$ cat src/hdl/swpm_pkg.sv
// Shared constants and types for the sliding window permutation matcher.
// No dependencies; imported by every module of the block.
package swpm_pkg;

  localparam int LETTER_W = 5;
  localparam int CMD_W    = 2;

  // Command codes
  localparam logic [CMD_W-1:0] CMD_CLEAR   = 2'd0;
  localparam logic [CMD_W-1:0] CMD_PATTERN = 2'd1;
  localparam logic [CMD_W-1:0] CMD_TEXT    = 2'd2;

  // Update strobes broadcast to every letter cell
  typedef struct packed {
    logic clear;    // clear beat
    logic pat_en;   // accepted pattern letter
    logic take_en;  // text letter enters the window
    logic give_en;  // oldest letter leaves the window
  } swpm_cell_ctl_t;

endpackage

$ cat src/hdl/swpm_letter_cell.sv
// One letter counter cell: pattern-minus-window balance and pattern membership.
// Depends on swpm_pkg.
module swpm_letter_cell import swpm_pkg::*; #(
  parameter int LETTER_IDX = 0,
  parameter int BAL_W      = 8
) (
  input  logic                clk,
  input  logic                rst,
  input  swpm_cell_ctl_t      ctl,
  input  logic [LETTER_W-1:0] new_letter,
  input  logic [LETTER_W-1:0] old_letter,
  output logic                ok
);

  logic [BAL_W-1:0] bal;
  logic [BAL_W-1:0] bal_next;
  logic             in_pat;
  logic             hit_new;
  logic             hit_old;
  logic             up;
  logic             dn;

  assign hit_new = (new_letter == LETTER_W'(LETTER_IDX));
  assign hit_old = (old_letter == LETTER_W'(LETTER_IDX));

  // pattern letters count up; in text, leaving letter gives one back, arriving takes one
  assign up = (ctl.pat_en && hit_new) || (ctl.give_en && hit_old && in_pat);
  assign dn = ctl.take_en && hit_new && in_pat;

  always_comb begin
    unique case ({up, dn})
      2'b10:   bal_next = bal + BAL_W'(1);
      2'b01:   bal_next = bal - BAL_W'(1);
      default: bal_next = bal;
    endcase
  end

  always_ff @(posedge clk) begin
    if (rst || ctl.clear) begin
      bal    <= '0;
      in_pat <= 1'b0;
    end else begin
      bal <= bal_next;
      if (ctl.pat_en && hit_new) begin
        in_pat <= 1'b1;
      end
    end
  end

  // letters outside the pattern never block a match
  assign ok = !in_pat || (bal == '0);

endmodule

$ cat src/hdl/swpm_window_cell.sv
// One slot of the text window shift chain; the oldest letter sits in slot 0.
// Depends on swpm_pkg.
module swpm_window_cell import swpm_pkg::*; (
  input  logic                clk,
  input  logic                shift,
  input  logic                tail,
  input  logic [LETTER_W-1:0] letter_in,
  input  logic [LETTER_W-1:0] from_next,
  output logic [LETTER_W-1:0] letter_q
);

  // tail slot takes the new letter, the others take their neighbor's
  always_ff @(posedge clk) begin
    if (shift) begin
      letter_q <= tail ? letter_in : from_next;
    end
  end

endmodule

$ cat src/hdl/sliding_window_permutation_match_top.sv
// Sliding window permutation matcher, top level.
// Pipeline: stage 1, output register; letter cells and window chain update on accept.
// Throughput: one beat per cycle unless the output stalls.
// Reset: rst clears counters, flags and pipeline; a clear beat does the same to state.
// The window shift chain has no reset; slots are written before they are read.
module sliding_window_permutation_match_top import swpm_pkg::*; #(
  parameter int MAX_PATTERN   = 64,
  parameter int ALPHABET_SIZE = 26
) (
  input  logic                clk,
  input  logic                rst,
  input  logic                item_valid,
  output logic                item_ready,
  input  logic [CMD_W-1:0]    command,
  input  logic [LETTER_W-1:0] letter,
  output logic                result_valid,
  input  logic                result_ready,
  output logic                window_match,
  output logic                found,
  output logic                pattern_overflow
);

  localparam int LEN_W = $clog2(MAX_PATTERN + 1);
  localparam int BAL_W = LEN_W + 1;

  typedef struct packed {
    logic is_clear;
    logic is_text;
    logic dropped;
    logic full;
  } swpm_stage_t;

  logic                 item_fire;
  logic                 s1_valid;
  logic                 s1_move;
  swpm_stage_t          s1;
  logic [LEN_W-1:0]     pattern_len;
  logic [LEN_W-1:0]     text_seen;
  logic [LEN_W-1:0]     seen_next;
  logic                 text_started;
  logic                 is_clear;
  logic                 is_pat;
  logic                 is_text;
  logic                 pat_ok;
  logic                 text_go;
  logic                 depart;
  logic                 full_after;
  logic                 all_ok;
  logic                 match_new;
  swpm_cell_ctl_t       ctl;
  logic [ALPHABET_SIZE-1:0] cell_ok;
  logic [LETTER_W-1:0]  win_q [MAX_PATTERN];
  logic [MAX_PATTERN-1:0] tail;

  // handshake: stage 1 drains into the output register
  assign s1_move    = s1_valid && (!result_valid || result_ready);
  assign item_ready = !s1_valid || s1_move;
  assign item_fire  = item_valid && item_ready;

  // command decode
  assign is_clear = (command == CMD_CLEAR);
  assign is_pat   = (command == CMD_PATTERN);
  assign is_text  = (command == CMD_TEXT);
  assign pat_ok   = is_pat && !text_started && (int'(letter) < ALPHABET_SIZE)
                    && (int'(pattern_len) < MAX_PATTERN);
  assign text_go  = item_fire && is_text && (pattern_len != '0);
  assign depart   = text_go && (text_seen == pattern_len);

  assign seen_next  = (text_seen < pattern_len) ? text_seen + LEN_W'(1) : text_seen;
  assign full_after = ((text_go ? seen_next : text_seen) == pattern_len);

  // broadcast strobes to letter cells
  assign ctl.clear   = item_fire && is_clear;
  assign ctl.pat_en  = item_fire && pat_ok;
  assign ctl.take_en = text_go;
  assign ctl.give_en = depart;

  // length, text progress and text-started flag; dropped and unused beats hold
  always_ff @(posedge clk) begin
    if (rst) begin
      pattern_len  <= '0;
      text_seen    <= '0;
      text_started <= 1'b0;
    end else if (item_fire) begin
      if (is_clear) begin
        pattern_len  <= '0;
        text_seen    <= '0;
        text_started <= 1'b0;
      end else if (pat_ok) begin
        pattern_len <= pattern_len + LEN_W'(1);
      end else if (is_text) begin
        text_started <= 1'b1;
        if (pattern_len != '0) begin
          text_seen <= seen_next;
        end
      end
    end
  end

  // letter cells
  for (genvar g = 0; g < ALPHABET_SIZE; g++) begin : g_letter
    swpm_letter_cell #(
      .LETTER_IDX(g),
      .BAL_W     (BAL_W)
    ) u_cell (
      .clk       (clk),
      .rst       (rst),
      .ctl       (ctl),
      .new_letter(letter),
      .old_letter(win_q[0]),
      .ok        (cell_ok[g])
    );
  end

  // window chain: new letters enter at slot pattern_len-1 and move toward slot 0
  for (genvar w = 0; w < MAX_PATTERN; w++) begin : g_window
    logic [LETTER_W-1:0] nbr;
    assign tail[w] = (pattern_len == LEN_W'(w + 1));
    if (w == MAX_PATTERN - 1) begin : g_end
      assign nbr = letter;
    end else begin : g_mid
      assign nbr = win_q[w + 1];
    end
    swpm_window_cell u_slot (
      .clk      (clk),
      .shift    (text_go),
      .tail     (tail[w]),
      .letter_in(letter),
      .from_next(nbr),
      .letter_q (win_q[w])
    );
  end

  // all pattern letters balanced
  assign all_ok    = &cell_ok;
  assign match_new = s1.full && all_ok;

  // stage 1 and output register
  always_ff @(posedge clk) begin
    if (rst) begin
      s1_valid         <= 1'b0;
      result_valid     <= 1'b0;
      window_match     <= 1'b0;
      found            <= 1'b0;
      pattern_overflow <= 1'b0;
    end else begin
      if (item_ready) begin
        s1_valid <= item_valid;
      end
      if (s1_move) begin
        result_valid <= 1'b1;
        priority if (s1.is_clear) begin
          window_match     <= 1'b0;
          found            <= 1'b0;
          pattern_overflow <= 1'b0;
        end else if (s1.is_text) begin
          window_match     <= match_new;
          found            <= found || match_new;
          pattern_overflow <= 1'b0;
        end else begin
          pattern_overflow <= s1.dropped;
        end
      end else if (result_ready) begin
        result_valid <= 1'b0;
      end
    end
  end

  // stage 1 payload
  always_ff @(posedge clk) begin
    if (item_fire) begin
      s1.is_clear <= is_clear;
      s1.is_text  <= is_text;
      s1.dropped  <= is_pat && !pat_ok;
      s1.full     <= full_after;
    end
  end

`ifndef SYNTHESIS
  a_seen_le_len: assert property (@(posedge clk) disable iff (rst)
    text_seen <= pattern_len) else $error("text count passed pattern length");

  a_match_found: assert property (@(posedge clk) disable iff (rst)
    result_valid && window_match |-> found) else $error("match without found");

  a_no_overrun: assert property (@(posedge clk) disable iff (rst)
    s1_valid && !s1_move |-> !item_fire) else $error("stage 1 overwritten");

  a_text_start: assert property (@(posedge clk) disable iff (rst)
    item_fire && (command == CMD_TEXT) |=> text_started)
    else $error("text beat did not mark text started");
`endif

endmodule

$ cat config.mk
export PLATFORM = sky130hd
export DESIGN_NAME = sliding_window_permutation_match_top
export DESIGN_NICKNAME = d
export VERILOG_FILES = /design/src/hdl/swpm_pkg.sv /design/src/hdl/swpm_letter_cell.sv /design/src/hdl/swpm_window_cell.sv /design/src/hdl/sliding_window_permutation_match_top.sv
export SDC_FILE = /design/constraint.sdc
export NUM_CORES = 1
export LEC_CHECK = 0
export BUFFER_PORTS_ARGS = -buffer_cell sky130_fd_sc_hd__buf_2
export CORE_UTILIZATION = 50
export DETAILED_ROUTE_END_ITERATION = 10
export PLACE_DENSITY = 0.72
export SLEW_MARGIN = 20
export SYNTH_ARGS = -nofsm -noshare
export SYNTH_HDL_FRONTEND = slang
export SYNTH_HIERARCHICAL = 1
export SYNTH_SLANG_ARGS = --single-unit
$ cat constraint.sdc
create_clock -name clk -period 14.5 [get_ports clk]
set_input_delay 0.725 -clock clk [delete_from_list [all_inputs] [get_ports clk]]
set_output_delay 0.725 -clock clk [all_outputs]
set_load 0.01 [all_outputs]
After elaboration in Yosys (flattened, before gate mapping)
Index checks and enable logic that the tools add are counted.
Operators by class
  add/sub/neg operators: 54
  multipliers: 0
  divide/modulo/power cells: 0
  $lt $le $gt $ge: 3
  equal/unequal tests: 170
  shift operators: 0
  mux-type cells: 108
  bitwise logic cells: 0
  reductions and logical operators: 294
Operators with widths (count)
  $pmux 8 s2: 26
  $mux 5: 63
  $eq 7x6->1 const B: 32
  $add 8x1->8 const B: 26
  $logic_not 8->1: 26
  $sub 8x1->8 const B: 26
  $logic_and 1x1->1: 142
  $eq 7x5->1 const B: 16
  $eq 5x5->1 const B: 20
  $eq 5x4->1 const B: 16
  $reduce_bool 2->1: 31
  $eq 7x4->1 const B: 8
  $logic_or 1x1->1: 56
  $mux 7: 8
  $eq 2x1->1 const B: 27
  $eq 2x2->1 const B: 27
  $eq 5x3->1 const B: 8
  $logic_not 1->1: 30
  $eq 7x3->1 const B: 4
  $reduce_and 26->1: 1
  $eq 5x2->1 const B: 4
  $add 7x1->7 const B: 2
  $eq 7x2->1 const B: 2
  $eq 7x7->1: 2
  other kinds (13): 26
Word-level totals
  register bits after elaboration: 578
  latch bits: 0
  memory bits (writable): 0
  memory bits (read-only): 0
  input port bits: 11
  output and inout bits: 5
  logic and storage cells: 757
  memories kept: 0

Depth between registers and ports, before layout
  depth in word-level cells: 13
  gate-level depth with buffers: 19
  gate-level depth less buffers: 17

By module
The synthesis kept the hierarchy.
Modules (own cells, without submodules)
  swpm_window_cell: instances 64, cells an instance 10, area each 206.4 um^2, sequential area each 150.1 um^2
  swpm_letter_cell (g_letter[22].u_cell ...): instances 4, cells an instance 81, area each 673.1 um^2, sequential area each 180.2 um^2
  swpm_letter_cell (g_letter[0].u_cell ...): instances 3, cells an instance 89, area each 749.5 um^2, sequential area each 180.2 um^2
  sliding_window_permutation_match_top: instances 1, cells an instance 287, area each 1951.9 um^2, sequential area each 520.5 um^2
  swpm_letter_cell (g_letter[13].u_cell ...): instances 2, cells an instance 91, area each 759.5 um^2, sequential area each 180.2 um^2
  swpm_letter_cell (g_letter[17].u_cell ...): instances 2, cells an instance 90, area each 754.5 um^2, sequential area each 180.2 um^2
  swpm_letter_cell (g_letter[5].u_cell ...): instances 2, cells an instance 81, area each 676.9 um^2, sequential area each 180.2 um^2
  swpm_letter_cell (g_letter[10].u_cell): instances 1, cells an instance 89, area each 755.7 um^2, sequential area each 180.2 um^2
  swpm_letter_cell (g_letter[15].u_cell): instances 1, cells an instance 88, area each 753.2 um^2, sequential area each 180.2 um^2
  swpm_letter_cell (g_letter[21].u_cell): instances 1, cells an instance 89, area each 752.0 um^2, sequential area each 180.2 um^2
  swpm_letter_cell (g_letter[11].u_cell): instances 1, cells an instance 88, area each 750.7 um^2, sequential area each 180.2 um^2
  swpm_letter_cell (g_letter[16].u_cell): instances 1, cells an instance 90, area each 750.7 um^2, sequential area each 180.2 um^2
  swpm_letter_cell (g_letter[1].u_cell): instances 1, cells an instance 88, area each 749.5 um^2, sequential area each 180.2 um^2
  swpm_letter_cell (g_letter[12].u_cell): instances 1, cells an instance 88, area each 747.0 um^2, sequential area each 180.2 um^2
  6 more rows

Least setup slack after synthesis
Ideal clock, no wire load.
  kind: input -> register
  start point: input result_ready
  end point: register g_letter[2].u_cell.bal[7]
  setup time: 0.135 ns
  arrival: 10.381 ns
  data required time: 14.365 ns
  slack: 3.984 ns
  cell stages on the path: 13
  cells stage by stage: nand3b_1 -> nand3b_2 -> or2_1 -> buf_6 -> inv_1 -> and4_1 -> ha_1 -> ha_1 -> a21oi_1 -> a211oi_2 -> o21a_1 -> o311ai_0 -> o41ai_1
RTL lines
  from (decl): RTL line sliding_window_permutation_match_top.sv:17  | input logic result_ready,
  to (signal assigned): RTL line swpm_letter_cell.sv:43  | bal <= bal_next;
  to (decl): RTL line swpm_letter_cell.sv:15  | logic [BAL_W-1:0] bal;

==> impl_results.md <==
* Layout cells sized above 1 at 19.72%
* Total negative slack at 0 ns
* Setup violations, final at 0
* Maxcap violations at 0
* Final Max Slew Viols at 0
* Clock slew at reported path FFs at 0.06 ns
* Hold buffers post-CTS at 0
* CTS buffer count at 67
* Remaining antenna violation count at 0
* Fin Hold WS at 0.4012 ns
* Worst Skew at 0.02666 ns
* Net Count, Synth at 3383
* Fill count at 5780
* Syn Std Cell Area at 33840 µm²
* Cts repair resizes at 0
* Final Cycle Share at 37.86%
* Root buffer cell: clkbuf_16
* CP Launch Point: pattern_len[0]
* CP Class: flip-flop to flip-flop
* Placed cell areas at 34650 µm²
* Post-DP HPWL at 46220 µm
* Starting Density at 50.47%
* Startpoint types: flip-flop
* Synthesized area per cell at 10.74 µm²
* Clock buffer depth at 3
* Ys flop type: edfxtp_1
* CTS tree: done
* Leakage power at 0.01302 µW
* Clock latency at the later pin of the worst-skew pair at 0.61 ns
* Crit-path cells: inv_1 > ha_1 > or3b_1 > o21ai_2 > or2_1 > inv_8 > buf_4 > and3_1 > ha_1 > inv_1 > fa_1 > nor2b_1 > o21a_1 > o21bai_1 > a2111o_1 > nand3_1
* Cell Pwr Density at 95.47 nW/µm²
* Worst Path Max Fanout at 141
* Die footprint at 68720 µm²
* 1st-pass router iterations at 6
* Post-route cell area at 36870 µm²
* Commonest cells after routing, fill and taps aside: edfxtp_1 (324), mux2_2 (320), nor2_1 (312), dfxtp_1 (254), a21oi_1 (204)
* Area of the multi-input gates at 18040 µm²
* Largest net degree at the start of global routing at 142
* Post-CTS setup buffer count at 0
* Die Ht at 262.1 µm
* Hold Path Class: input pin to flip-flop
* WL/cell at 18.04 µm
* DR iter-0 viols at 1688
* Seq cells post-synth at 578
* Via count at 24660
* Ant diodes at 0
* Chip width at 262.1 µm
* Register area share after synthesis at 43.78%
* Port buffer count at 15
* Rel. slew slack at 31.43%
* Vias in the first global route at 23680
* Kind of end point of the critical path: flip-flop
* Post-synth EDFFs at 324
* Worst VDD drop at 0.1076 mV
* RSZ-0062 raised after global routing: false
* Commonest non-fill, non-tap cell in the layout: edfxtp_1
* Reg-to-Reg Start: pattern_len[0]
* Initial antenna violation count at 0
* Post-synthesis cell type count at 73
* Final min period at 5.490 ns
* WP data required at 15.04 ns
* Total Nets Final at 3404
* Placer Congestion at 0.8549
* # rows at 95
* CP Data Arrival Time at 6.03 ns
* HP Start: item_valid
* Status: complete, no violations
* GRT Util Overall at 21.52%
* Slowest cell on crit path: buf_4
* Final Hold Vio Count at 0
* Yosys warns at 6
* Cells after Synth at 3152
* Drt total wl at 73910 µm
* DRC Markers at 0
* Storage element area at 14810 µm²
* Grt total ovfl at 0
* Pwr Total at 3520 µW
* Core Footprint at 67040 µm²
* Vias per cell at 6.017
* First-pass GRT wire length at 121200 µm
* Post-synthesis async set-or-reset flop share at 0%
* Worst path max stage delay at 0.75 ns
* Measured slew at the worst slew-check pin at 1.029 ns
* Area growth from synthesis to layout at 8.971%
* CTS sink cnt at 578
* I/O pin count at 16
* H-tree Lvls at 3
* Peak Freq at 182.2 MHz
synthesized netlist by cell type (18+ instances only):
cell type	n	area (µm²)
a21o_1	24	180.2
a21oi_1	204	1021
a31oi_1	24	150.1
and2b_1	22	165.2
and3_1	25	156.4
and4_1	18	157.7
buf_6	30	337.8
clkbuf_1	50	187.7
dfxtp_1	254	5085
edfxtp_1	324	9729
fa_1	26	520.5
ha_1	194	2427
inv_1	122	457.9
mux2_2	320	3603
nand2_1	153	574.3
nand3_1	108	540.5
nand4_1	29	181.4
nor2_1	313	1175
nor3_1	104	520.5
nor4_1	41	256.5
nor4b_1	21	183.9
o211ai_1	24	180.2
o21a_1	60	450.4
o21ai_0	75	375.4
or3_1	29	181.4
or4_1	39	292.8
xnor2_1	32	280.3
xor2_1	31	271.5
metrics by stage:
| stage | setup WS (ns) | std cells | utilization, % |
|---|---|---|---|
| floorplan | 3.984 | 3152 | - |
| global placement | 9.050 | 3977 | 51.69 |
| detailed placement | 8.993 | 3977 | 51.69 |
| CTS | 8.956 | 4098 | 55.00 |
| global route | 8.500 | 4098 | 55.00 |
| finish | 9.010 | 4098 | 55.00 |
kinds of logic after synthesis:
logic type,after synthesis,share of synthesized area [%]
adder cells (fa/ha/maj),220,8.712
AND/OR/NAND/NOR,1109,18.06
flip-flops,578,43.78
multiplexers,336,11.12
AO/OA/AOI/OAI,642,13.76
XOR/XNOR,63,1.631
buffers and inverters,204,2.943
worst max-delay path, delay by kind of cell (launching register included):
| family | cells | cell delay [ns] |
|---|---|---|
| compound gates | 4 | 0.76 |
| flops | 1 | 0.53 |
| buf+inv | 4 | 1.66 |
| fa+ha+maj | 3 | 1.07 |
| simple gates | 5 | 1.28 |
state kept, by name, indices dropped and copies added, names as in the netlist:
register / cells
g_window.u_slot/letter_q: 320
g_letter.u_cell/bal: 208
g_letter.u_cell/in_pat: 26
pattern_len: 7
text_seen: 7
s1: 4
found: 1
pattern_overflow: 1
result_valid: 1
s1_valid: 1
text_started: 1
window_match: 1
per-layer routing:
metal	global-route usage [%]	part of all wire, %	up-vias
met5	0	0	-
met4	5.957	2.1	0
met3	3.395	4.7	110
met2	35.06	46	478
met1	29.61	47	11990
li1	-	-	12080
cell type report:
class | instances | area share (%)
timing repair buffer | 34 | 0.6311
sequential | 578 | 40.18
tap | 873 | 2.962
clock inverter | 26 | 0.8415
multi-input combinational | 2370 | 48.94
inverter | 122 | 1.262
clock buffer | 95 | 5.188
power by group:
| part | total, µW | leakage (µW) | internal, µW | switching (µW) |
|---|---|---|---|---|
| clock network | 1700 | 0.00109 | 1010 | 688 |
| registers | 1730 | 0.00496 | 1720 | 2.94 |
| logic | 90.3 | 0.00697 | 20.2 | 70.1 |
| total | 3520 | 0.0130 | 2760 | 761 |
worst paths after layout:
kind,end,slack (ns),cells after the start
setup / recovery,g_letter[16].u_cell/bal[6],9.01,16
hold / removal,s1_valid,0.40,3
setup reg to reg,g_letter[16].u_cell/bal[6],9.01,16
hold reg to reg,g_letter[15].u_cell/bal[2],0.48,2
(Power assumes the default switching activity.)
